[config.mk]
export PLATFORM = sky130hd
export DESIGN_NAME = point_in_convex_polygon
export DESIGN_NICKNAME = d
export VERILOG_FILES = /design/src/rtl/pic_pkg.sv /design/src/rtl/pic_vstore.sv /design/src/rtl/pic_cross.sv /design/src/rtl/point_in_convex_polygon.sv
export SDC_FILE = /design/constraint.sdc
export NUM_CORES = 2
export LEC_CHECK = 0
export ABC_AREA = 0
export BUFFER_PORTS_ARGS = -buffer_cell sky130_fd_sc_hd__buf_2
export CAP_MARGIN = 20
export CORE_ASPECT_RATIO = 0.75
export CORE_MARGIN = 10
export CORE_UTILIZATION = 40
export DETAILED_ROUTE_END_ITERATION = 12
export MAX_ROUTING_LAYER = met4
export SYNTH_ARGS = -nofsm -noshare
export SYNTH_HDL_FRONTEND = slang
export SYNTH_SLANG_ARGS = --single-unit
export TNS_END_PERCENT = 10
[constraint.sdc]
create_clock -name i_clk -period 7.1 [get_ports i_clk]
set_input_delay 0.355 -clock i_clk [delete_from_list [all_inputs] [get_ports i_clk]]
set_output_delay 0.355 -clock i_clk [all_outputs]
set_load 0.1 [all_outputs]
[src/rtl/pic_pkg.sv]
package pic_pkg;

    localparam int MAX_VERTICES_DEF = 16;
    localparam int COORD_W          = 16;
    localparam int DIFF_W           = COORD_W + 1;
    localparam int PROD_W           = 2 * DIFF_W;
    localparam int CFG_W            = 5;
    localparam int SLOT_W           = 4;
    localparam int S_TDATA_W        = 40;
    localparam int M_TDATA_W        = 8;

    localparam logic REQ_WRITE = 1'b0;
    localparam logic REQ_TEST  = 1'b1;

    typedef struct packed {
        logic signed [COORD_W-1:0] y;
        logic signed [COORD_W-1:0] x;
    } t_vertex;

    // tag that travels with one vertex read
    typedef struct packed {
        logic valid;
        logic first;
        logic last;
    } t_rd_tag;

endpackage

[src/rtl/pic_vstore.sv]
module pic_vstore #(
    parameter int DEPTH = pic_pkg::MAX_VERTICES_DEF,
    parameter int AW    = $clog2(DEPTH)
) (
    input  logic             i_clk,
    input  logic             i_we,
    input  logic [AW-1:0]    i_waddr,
    input  pic_pkg::t_vertex i_wdata,
    input  logic             i_re,
    input  logic [AW-1:0]    i_raddr,
    output pic_pkg::t_vertex o_rdata
);
    import pic_pkg::*;

    t_vertex r_mem [DEPTH];
    t_vertex r_rdata;

    always_ff @(posedge i_clk) begin
        if (i_we) begin
            r_mem[i_waddr] <= i_wdata;
        end
        if (i_re) begin
            r_rdata <= r_mem[i_raddr];
        end
    end

    assign o_rdata = r_rdata;

endmodule

[src/rtl/pic_cross.sv]
module pic_cross (
    input  logic                               i_clk,
    input  logic                               i_rst_n,
    input  logic signed [pic_pkg::COORD_W-1:0] i_px,
    input  logic signed [pic_pkg::COORD_W-1:0] i_py,
    input  pic_pkg::t_rd_tag                   i_rd,
    input  pic_pkg::t_vertex                   i_vtx,
    output logic                               o_done,
    output logic                               o_inside
);
    import pic_pkg::*;

    function automatic logic signed [DIFF_W-1:0] sx(input logic [COORD_W-1:0] v);
        return {v[COORD_W-1], v};
    endfunction

    t_vertex r_v0;
    t_vertex r_prev;
    logic    r_close;

    logic                     r_s1_valid;
    logic                     r_s1_last;
    logic signed [DIFF_W-1:0] r_dx;
    logic signed [DIFF_W-1:0] r_dy;
    logic signed [DIFF_W-1:0] r_qx;
    logic signed [DIFF_W-1:0] r_qy;

    logic                     r_s2_valid;
    logic                     r_s2_last;
    logic signed [PROD_W-1:0] r_p1;
    logic signed [PROD_W-1:0] r_p2;

    logic r_any_neg;
    logic r_done;
    logic r_inside;

    t_vertex edge_b;
    logic    edge_go;
    logic    neg;

    // closing edge runs from the last vertex back to vertex 0
    always_comb begin
        edge_b  = r_close ? r_v0 : i_vtx;
        edge_go = (i_rd.valid && !i_rd.first) || r_close;
        neg     = r_p1 < r_p2;
    end

    always_ff @(posedge i_clk) begin
        if (i_rd.valid) begin
            r_prev <= i_vtx;
            if (i_rd.first) begin
                r_v0 <= i_vtx;
            end
        end
        r_dx <= sx(edge_b.x) - sx(r_prev.x);
        r_dy <= sx(edge_b.y) - sx(r_prev.y);
        r_qx <= sx(i_px) - sx(r_prev.x);
        r_qy <= sx(i_py) - sx(r_prev.y);
        r_p1 <= PROD_W'(r_dx) * PROD_W'(r_qy);
        r_p2 <= PROD_W'(r_dy) * PROD_W'(r_qx);
        r_inside <= !(r_any_neg || neg);
    end

    always_ff @(posedge i_clk) begin
        if (!i_rst_n) begin
            r_close    <= 1'b0;
            r_s1_valid <= 1'b0;
            r_s1_last  <= 1'b0;
            r_s2_valid <= 1'b0;
            r_s2_last  <= 1'b0;
            r_any_neg  <= 1'b0;
            r_done     <= 1'b0;
        end else begin
            r_close    <= i_rd.valid && i_rd.last;
            r_s1_valid <= edge_go;
            r_s1_last  <= r_close;
            r_s2_valid <= r_s1_valid;
            r_s2_last  <= r_s1_last;
            r_done     <= r_s2_valid && r_s2_last;
            if (r_s2_valid) begin
                r_any_neg <= r_s2_last ? 1'b0 : (r_any_neg || neg);
            end
        end
    end

    assign o_done   = r_done;
    assign o_inside = r_inside;

endmodule

[src/rtl/point_in_convex_polygon.sv]
// Point-in-convex-polygon test.
// Input stream s_axis: tuser selects the request. A write word stores one
// vertex (x, y) at slot vertex_slot; slots at or above MAX_VERTICES are
// dropped. A test word carries a point and yields one result word on
// m_axis: bit 0 is 1 when no edge cross product is negative.
// i_cfg_we / i_cfg_wdata set the vertex count, saturated to MAX_VERTICES.
// Writes are accepted back to back. A test with n vertices (n after
// saturation) holds s_axis_tready low until its result is loaded into the
// result register; n = 0 gives inside without a memory read, and otherwise
// the vertex memory read port gives one edge per cycle, followed by a
// three stage difference / multiply / compare pipeline.
// One result register feeds m_axis; a stalled receiver keeps it, and the
// next test is accepted but holds its own result until the register frees.
// Reset clears the vertex count, the sequencer and the output valid;
// vertex memory contents are undefined until written.
module point_in_convex_polygon #(
    parameter int MAX_VERTICES = pic_pkg::MAX_VERTICES_DEF
) (
    input  logic                            i_clk,
    input  logic                            i_rst_n,
    input  logic                            i_cfg_we,
    input  logic [pic_pkg::CFG_W-1:0]       i_cfg_wdata,
    input  logic                            s_axis_tvalid,
    output logic                            s_axis_tready,
    // [3:0] vertex_slot, [19:4] coord_x, [35:20] coord_y, [39:36] zero
    input  logic [pic_pkg::S_TDATA_W-1:0]   s_axis_tdata,
    // [0] req_type
    input  logic                            s_axis_tuser,
    output logic                            m_axis_tvalid,
    input  logic                            m_axis_tready,
    // [0] inside_res, [7:1] zero
    output logic [pic_pkg::M_TDATA_W-1:0]   m_axis_tdata
);
    import pic_pkg::*;

    localparam int AW  = $clog2(MAX_VERTICES);
    localparam int CW  = $clog2(MAX_VERTICES + 1);
    localparam int NW  = (CW > CFG_W) ? CW : CFG_W;
    localparam int SW  = (CW > SLOT_W) ? CW : SLOT_W;

    typedef enum logic [1:0] {
        ST_IDLE,
        ST_READ,
        ST_DRAIN,
        ST_OUT
    } t_state;

    t_state               r_state;
    logic [CFG_W-1:0]     r_cfg;
    logic [AW-1:0]        r_addr;
    logic [AW-1:0]        r_last_addr;
    logic signed [COORD_W-1:0] r_px;
    logic signed [COORD_W-1:0] r_py;
    logic                 r_inside;
    logic                 r_out_valid;
    logic                 r_out_inside;
    t_rd_tag              r_rd;

    logic [SLOT_W-1:0]    in_slot;
    t_vertex              in_vtx;
    logic                 accept;
    logic [NW-1:0]        cnt;
    logic                 slot_ok;
    logic                 mem_we;
    logic                 mem_re;
    t_vertex              mem_rdata;
    logic                 out_free;
    logic                 done;
    logic                 done_inside;

    always_comb begin
        in_slot  = s_axis_tdata[SLOT_W-1:0];
        in_vtx.x = s_axis_tdata[SLOT_W +: COORD_W];
        in_vtx.y = s_axis_tdata[SLOT_W+COORD_W +: COORD_W];
        accept   = s_axis_tvalid && s_axis_tready;
        cnt      = (NW'(r_cfg) > NW'(MAX_VERTICES)) ? NW'(MAX_VERTICES) : NW'(r_cfg);
        slot_ok  = SW'(in_slot) < SW'(MAX_VERTICES);
        mem_we   = accept && (s_axis_tuser == REQ_WRITE) && slot_ok;
        mem_re   = (r_state == ST_READ);
        out_free = !r_out_valid || m_axis_tready;
    end

    assign s_axis_tready = (r_state == ST_IDLE);
    assign m_axis_tvalid = r_out_valid;
    assign m_axis_tdata  = {{(M_TDATA_W-1){1'b0}}, r_out_inside};

    pic_vstore #(
        .DEPTH (MAX_VERTICES),
        .AW    (AW)
    ) u_vstore (
        .i_clk   (i_clk),
        .i_we    (mem_we),
        .i_waddr (AW'(in_slot)),
        .i_wdata (in_vtx),
        .i_re    (mem_re),
        .i_raddr (r_addr),
        .o_rdata (mem_rdata)
    );

    pic_cross u_cross (
        .i_clk    (i_clk),
        .i_rst_n  (i_rst_n),
        .i_px     (r_px),
        .i_py     (r_py),
        .i_rd     (r_rd),
        .i_vtx    (mem_rdata),
        .o_done   (done),
        .o_inside (done_inside)
    );

    always_ff @(posedge i_clk) begin
        if (!i_rst_n) begin
            r_state     <= ST_IDLE;
            r_cfg       <= '0;
            r_addr      <= '0;
            r_rd        <= '0;
            r_out_valid <= 1'b0;
        end else begin
            if (i_cfg_we) begin
                r_cfg <= i_cfg_wdata;
            end
            r_rd.valid <= mem_re;
            r_rd.first <= (r_addr == '0);
            r_rd.last  <= (r_addr == r_last_addr);
            // ST_OUT reloads the register itself
            if (r_out_valid && m_axis_tready && (r_state != ST_OUT)) begin
                r_out_valid <= 1'b0;
            end
            case (r_state)
                ST_IDLE: begin
                    if (accept && (s_axis_tuser == REQ_TEST)) begin
                        r_px        <= in_vtx.x;
                        r_py        <= in_vtx.y;
                        r_addr      <= '0;
                        r_last_addr <= AW'(cnt - NW'(1));
                        if (cnt == '0) begin
                            r_inside <= 1'b1;
                            r_state  <= ST_OUT;
                        end else begin
                            r_state <= ST_READ;
                        end
                    end
                end
                ST_READ: begin
                    if (r_addr == r_last_addr) begin
                        r_state <= ST_DRAIN;
                    end else begin
                        r_addr <= r_addr + AW'(1);
                    end
                end
                ST_DRAIN: begin
                    if (done) begin
                        r_inside <= done_inside;
                        r_state  <= ST_OUT;
                    end
                end
                ST_OUT: begin
                    if (out_free) begin
                        r_out_valid  <= 1'b1;
                        r_out_inside <= r_inside;
                        r_state      <= ST_IDLE;
                    end
                end
                default: begin
                    r_state <= ST_IDLE;
                end
            endcase
        end
    end

endmodule

Word-level counts from Yosys, hierarchy flattened
Memories as Yosys holds them, arrays and structs flattened. A register that Yosys moved wholly into a read port is not among the register bits.
Cells that the tools add are included.

storage, ports and cells
  register bits after elaboration = 261
  bits in writable memories = 512
  input bits = 51
  logic and storage cells = 99
  memories kept = 1

memories
  memory          words  width  read ports  clocked after memory_dff  write ports  line              RTL
  u_vstore.r_mem  16     32     1           1                         1            pic_vstore.sv:15  t_vertex r_mem [DEPTH];

cells by class
  add/subtract/negate cells = 6
  $mul = 2
  magnitude comparators = 2
  equality and inequality tests = 11
  mux-type cells = 21
  bitwise operators = 1
  reduce and logical (&&, ||, !) cells = 25

operator list
  cell                                                                     number
  17-bit by 17-bit multiplier with 34-bit output                           2
  16-bit by 16-bit subtractor with 17-bit output                           4
  34-bit less-than comparator                                              1
  32-bit 2-to-1 mux                                                        1
  2-bit 2-to-1 mux                                                         5
  1-bit 2-to-1 mux                                                         9
  3-bit AND reduction                                                      3
  1-bit logical AND                                                        8
  4-bit 2-to-1 mux                                                         2
  2-bit by 1-bit inequality test with 1-bit output, second input constant  4
  2-bit one-hot mux with 4 select lines                                    1
  4-bit one-hot mux with 2 select lines                                    1
  2-bit inequality test, second input constant                             3
  5-bit > comparator, second input constant                                1
  5-bit zero test                                                          1
  5-bit 2-to-1 mux                                                         1
  5-bit AND reduction                                                      1
  4-bit by 1-bit adder with 4-bit output, second input constant            1
  2-bit equality test, second input constant                               2
  4-bit equality test                                                      1
  4-bit zero test                                                          1
  4-bit AND reduction                                                      1
  2-bit nonzero test                                                       2
  4-bit by 1-bit subtractor with 4-bit output, second input constant       1
  7 further kinds                                                          11

Depth between registers and ports, before layout
  depth after elaboration = 6
  gate-level depth with buffers = 25
  depth with buffers taken out = 23

By module
A second synthesis with hierarchy kept.

second synthesis, totals
  cell total of the unflattened synthesis = 4147
  area total of the unflattened synthesis = 52977.1 µm²

modules (own cells, without submodules)
  module                   instances  cells an instance  area each (µm²)  sequential area each (µm²)
  pic_cross                1          3159               30715.7          4804.6
  pic_vstore               1          838                20155.6          16335.7
  point_in_convex_polygon  1          150                2105.8           1441.4

Least setup slack after synthesis
OpenSTA, ideal clock, no wires.

  kind = register to register
  start = register u_cross.r_qy[8]
  end = register u_cross.r_p1[33]
  library setup time = 0.126 ns
  data arrival time = 5.857 ns
  path slack = 1.117 ns
  stages on the path, launching flop included = 24
  buffers on the path = 2
  period minus slack after synthesis = 5.983 ns
  cells stage by stage = dfxtp_1 > clkbuf_1 > clkbuf_1 > nand2_1 > fa_1 > inv_1 > fa_1 > inv_1 > fa_1 > inv_1 > fa_1 > fa_1 > inv_1 > fa_1 > inv_1 > ha_1 > nand2_1 > or3_4 > or3_1 > o221ai_2 > o22ai_2 > o31ai_4 > o41ai_2 > xnor2_1

between the ends
  longest elaborated chain between the ends = 1

ends and longest elaborated chain
  element                                         line             RTL
  from (decl)                                     pic_cross.sv:26  logic signed [DIFF_W-1:0] r_qy;
  from (signal assigned)                          pic_cross.sv:58  r_qy <= sx(i_py) - sx(r_prev.y);
  17-bit by 17-bit multiplier with 34-bit output  pic_cross.sv:59  r_p1 <= PROD_W'(r_dx) * PROD_W'(r_qy);
  to (signal assigned)                            pic_cross.sv:59
  to (decl)                                       pic_cross.sv:30  logic signed [PROD_W-1:0] r_p1;

Every way passes these cells.
A chain may end at the register's enable or synchronous reset.

Worst setup path in the final report
  start = register u_cross.r_qy[11]
  end = register u_cross.r_p1[33]

Same word-level chain as after synthesis.

==> results.toml <==
[routing]
wl_met3_um = 7817
ant_nets = 0
drtIter0Drc = 2403
vias_per_cell = 5.016
top_layer = "met4"
wl_met2_um = 54020
wl_met1_um = 58430
route.detailed.drc = 0
vias = 29900
post_drt_wl_per_cell_um = 20.53
dr.pass1.iters = 5
drt_wl_total_um = 122300

[synthesis]
synth_cell_types = 84
synth_flop_cell = "edfxtp_1"
yosysSeqAreaShare_pct = 42.75
synth_top_area_share_pct = 36.72
ys_seq_elements = 805
synth_area_sq_um = 52820
yosysWarnings = 0
synth.area.top_cells = "edfxtp_1 37%, fa_1 23%, mux4_2 6.8%"
syn_inst = 4045
async_flop_share_pct = 0
syn_avg_cell_area_sq_um = 13.06
synth_area_leader_cell = "edfxtp_1"
synth_edf_count = 646

[floorplan]
die_h_um = 334.7
rows = 115
die_area_sq_um = 147100
core-area_sq_um = 131100
start_util_pct = 40.30
ios = 61
die_w_um = 439.6

[sta]
slew_headroom_pct = 35.51
fmax_mhz = 151.6
maxSlewViolCount = 0
finalHoldViolations = 0
tightest_slew_ns = 0.9673
rsz0062_at_grt = "no"
setup_tns_ns = 0
finalSetupViolations = 0
fin_crit_sh_pct = 92.93
post-route-min-period_ns = 6.598
finClkSkew_ns = 0.08508

[critical_path]
cp_slowest_cell = "dfxtp_1"
worstSetupPathType = "reg -> reg"
cpPeakStageDelay_ns = 0.87
crit_chain = "nand2_1, fa_1, inv_1, fa_1, fa_1, fa_1, fa_1, inv_1, fa_1, inv_1, ha_1, nand3_1, or3_1, or3_1, o221ai_2, o22ai_2, o31ai_4, o41ai_2, xnor2_1"
cp.required_ns = 7.70
path_max_fanout = 17
crit_path_start_kind = "flip-flop"
end_kind = "flip-flop"
cp_num_buf_inv = 3
arrival_ns = 7.20
crit_top_cell = "fa_1"
critical-path-top-delay-family = "adder cells"

[clock_network]
clk_latency_ns = 0.71
postCtsSetupRepairBufs = 0
ctsResizeCount = 0
htreeDepth = 3
cts.sinks = 805
cts_tree = "yes"
clk_pin_slew_ns = 0.07
cts_made_buffers = 79
cts_root_buffer = "clkbuf_16"
clk_path_buf_depth = 3

[hold_path]
hold_path.class = "in -> reg"

[finish]
syn_to_final_growth_pct = 10.21
drive_gt1_share_pct = 11.50
nets = 5058

[grt]
groute.usage.overall_pct = 17.29
antenna_found_initial = 7
grt_max_degree = 56
grt_pass1_wl_um = 192000
grt-ovfl-total = 0
grt_pass1_vias = 31470

[run]
cap_violations = 0

[place]
io_buffers = 49
gp_congestion = 0.8780
hpwlAfterDp_um = 86820

[run_status]
outcome = "finished clean"
## final timing paths
path	slack, ns	cells after the start	startpoint	endpoint
min reg2reg	0.43	0	r_inside	r_out_inside
max reg2reg	0.50	19	u_cross.r_qy[11]	u_cross.r_p1[33]
min	0.05	3	i_rst_n	r_rd[1]
max	0.50	19	u_cross.r_qy[11]	u_cross.r_p1[33]
## Yosys cell counts, types with 7 or more instances
| library cell | count |
|---|---|
| fa_1 | 596 |
| buf_4 | 8 |
| a211oi_1 | 12 |
| o21a_1 | 17 |
| mux2i_1 | 9 |
| nand2b_1 | 30 |
| ha_1 | 274 |
| clkbuf_1 | 103 |
| o21bai_1 | 7 |
| mux4_2 | 160 |
| a2111oi_0 | 10 |
| nand3_1 | 30 |
| buf_1 | 8 |
| nor3_1 | 37 |
| nor2b_1 | 23 |
| or3_1 | 12 |
| a21o_1 | 24 |
| o21ai_0 | 45 |
| buf_2 | 10 |
| and2_1 | 301 |
| a21oi_1 | 81 |
| nand2_1 | 326 |
| xor2_1 | 19 |
| nand4_1 | 9 |
| nor2_1 | 126 |
| dfxtp_1 | 159 |
| and3_1 | 14 |
| edfxtp_1 | 646 |
| xnor2_1 | 101 |
| o21ai_1 | 9 |
| inv_1 | 705 |
| mux2_2 | 30 |
## registers in the layout, indices dropped and copies added (netlist names), 2 cells and up
register	count
u_vstore.r_mem	512
u_cross.r_p1	34
u_cross.r_p2	34
u_cross.r_prev	32
u_cross.r_v0	32
u_vstore.o_rdata	32
u_cross.r_dx	17
u_cross.r_dy	17
u_cross.r_qx	17
u_cross.r_qy	17
r_px	16
r_py	16
r_cfg	5
r_addr	4
r_last_addr	4
r_rd	3
r_state	2
## per-stage QoR
step | utilization, % | instance area, sq um | cells | hold slack [ns] | setup slack (ns)
CTS | 44.40 | 58200 | 5955 | 0.00004757 | 0.4710
global route | 44.41 | 58210 | 5959 | 0.03209 | 0.1128
detailed placement | 42.31 | 55460 | 5801 | 0.4169 | 0.5072
global placement | 42.31 | 55460 | 5801 | 0.4191 | 0.5568
floorplan | - | 52850 | 4051 | 0.4003 | 1.117
finish | 44.41 | 58220 | 5960 | 0.04890 | 0.5022
## metal layers
layer  vias to the layer above  GRT usage (%)
met4                         0          3.233
met3                       139          3.133
li1                      13600              -
met2                       784          25.59
met5                         -              -
met1                     15370          25.11
## cell usage in the layout, fill, tap and decap left out, types with 24 or more instances in the layout
cell	netlist	layout
dfxtp_1	159	155
clkbuf_16	0	79
mux2_2	30	30
nor3_1	37	32
a21oi_1	81	81
and2_1	301	301
a21o_1	24	24
nand2b_1	30	30
xnor2_1	101	101
buf_2	10	49
edfxtp_1	646	646
fa_1	596	596
nand2_1	326	326
inv_1	705	705
nor2_1	126	117
o21ai_0	45	45
ha_1	274	273
buf_4	8	74
mux4_2	160	160
nand3_1	30	30
## timing repair
item,CTS,global route
endpoints found under the hold margin,20,0
hold buffers,10,0
setup endpoints to repair,0,0
## worst register-to-register path: stages, from the launching register on
cell	delay [ns]
dfxtp_1	0.87
nand2_1	0.20
fa_1	0.58
inv_1	0.06
fa_1	0.58
fa_1	0.46
fa_1	0.48
fa_1	0.49
inv_1	0.05
fa_1	0.48
inv_1	0.04
ha_1	0.44
nand3_1	0.19
or3_1	0.37
or3_1	0.33
o221ai_2	0.12
o22ai_2	0.20
o31ai_4	0.34
o41ai_2	0.10
xnor2_1	0.13
## layout make-up
class / count / area (sq um)
Antenna cell: 5 / 12.51
Fill cell: 11770 / 72870
Sequential cell: 805 / 22590
Clock buffer: 99 / 2062
Tap cell: 1755 / 2196
Clock inverter: 45 / 584.3
Inverter: 706 / 2650
Multi-Input combinational cell: 2411 / 27200
Timing Repair Buffer: 134 / 920.9
## cells by family (layout without fill, tap and decap cells)
group	count (synthesis)	after routing	share of synthesized area [%]
XOR/XNOR	120	120	1.990
AO/OA/AOI/OAI	278	278	3.631
multiplexers	199	199	7.632
buffers and inverters	835	984	6.014
adder cells (fa/ha/maj)	870	870	29.08
flip-flops	805	805	42.75
other	1	12	0.007099
AND/OR/NAND/NOR	937	937	8.901
Power is not shown: default switching activity piles up to over one toggle a cycle in this logic, so the estimate is an artifact.
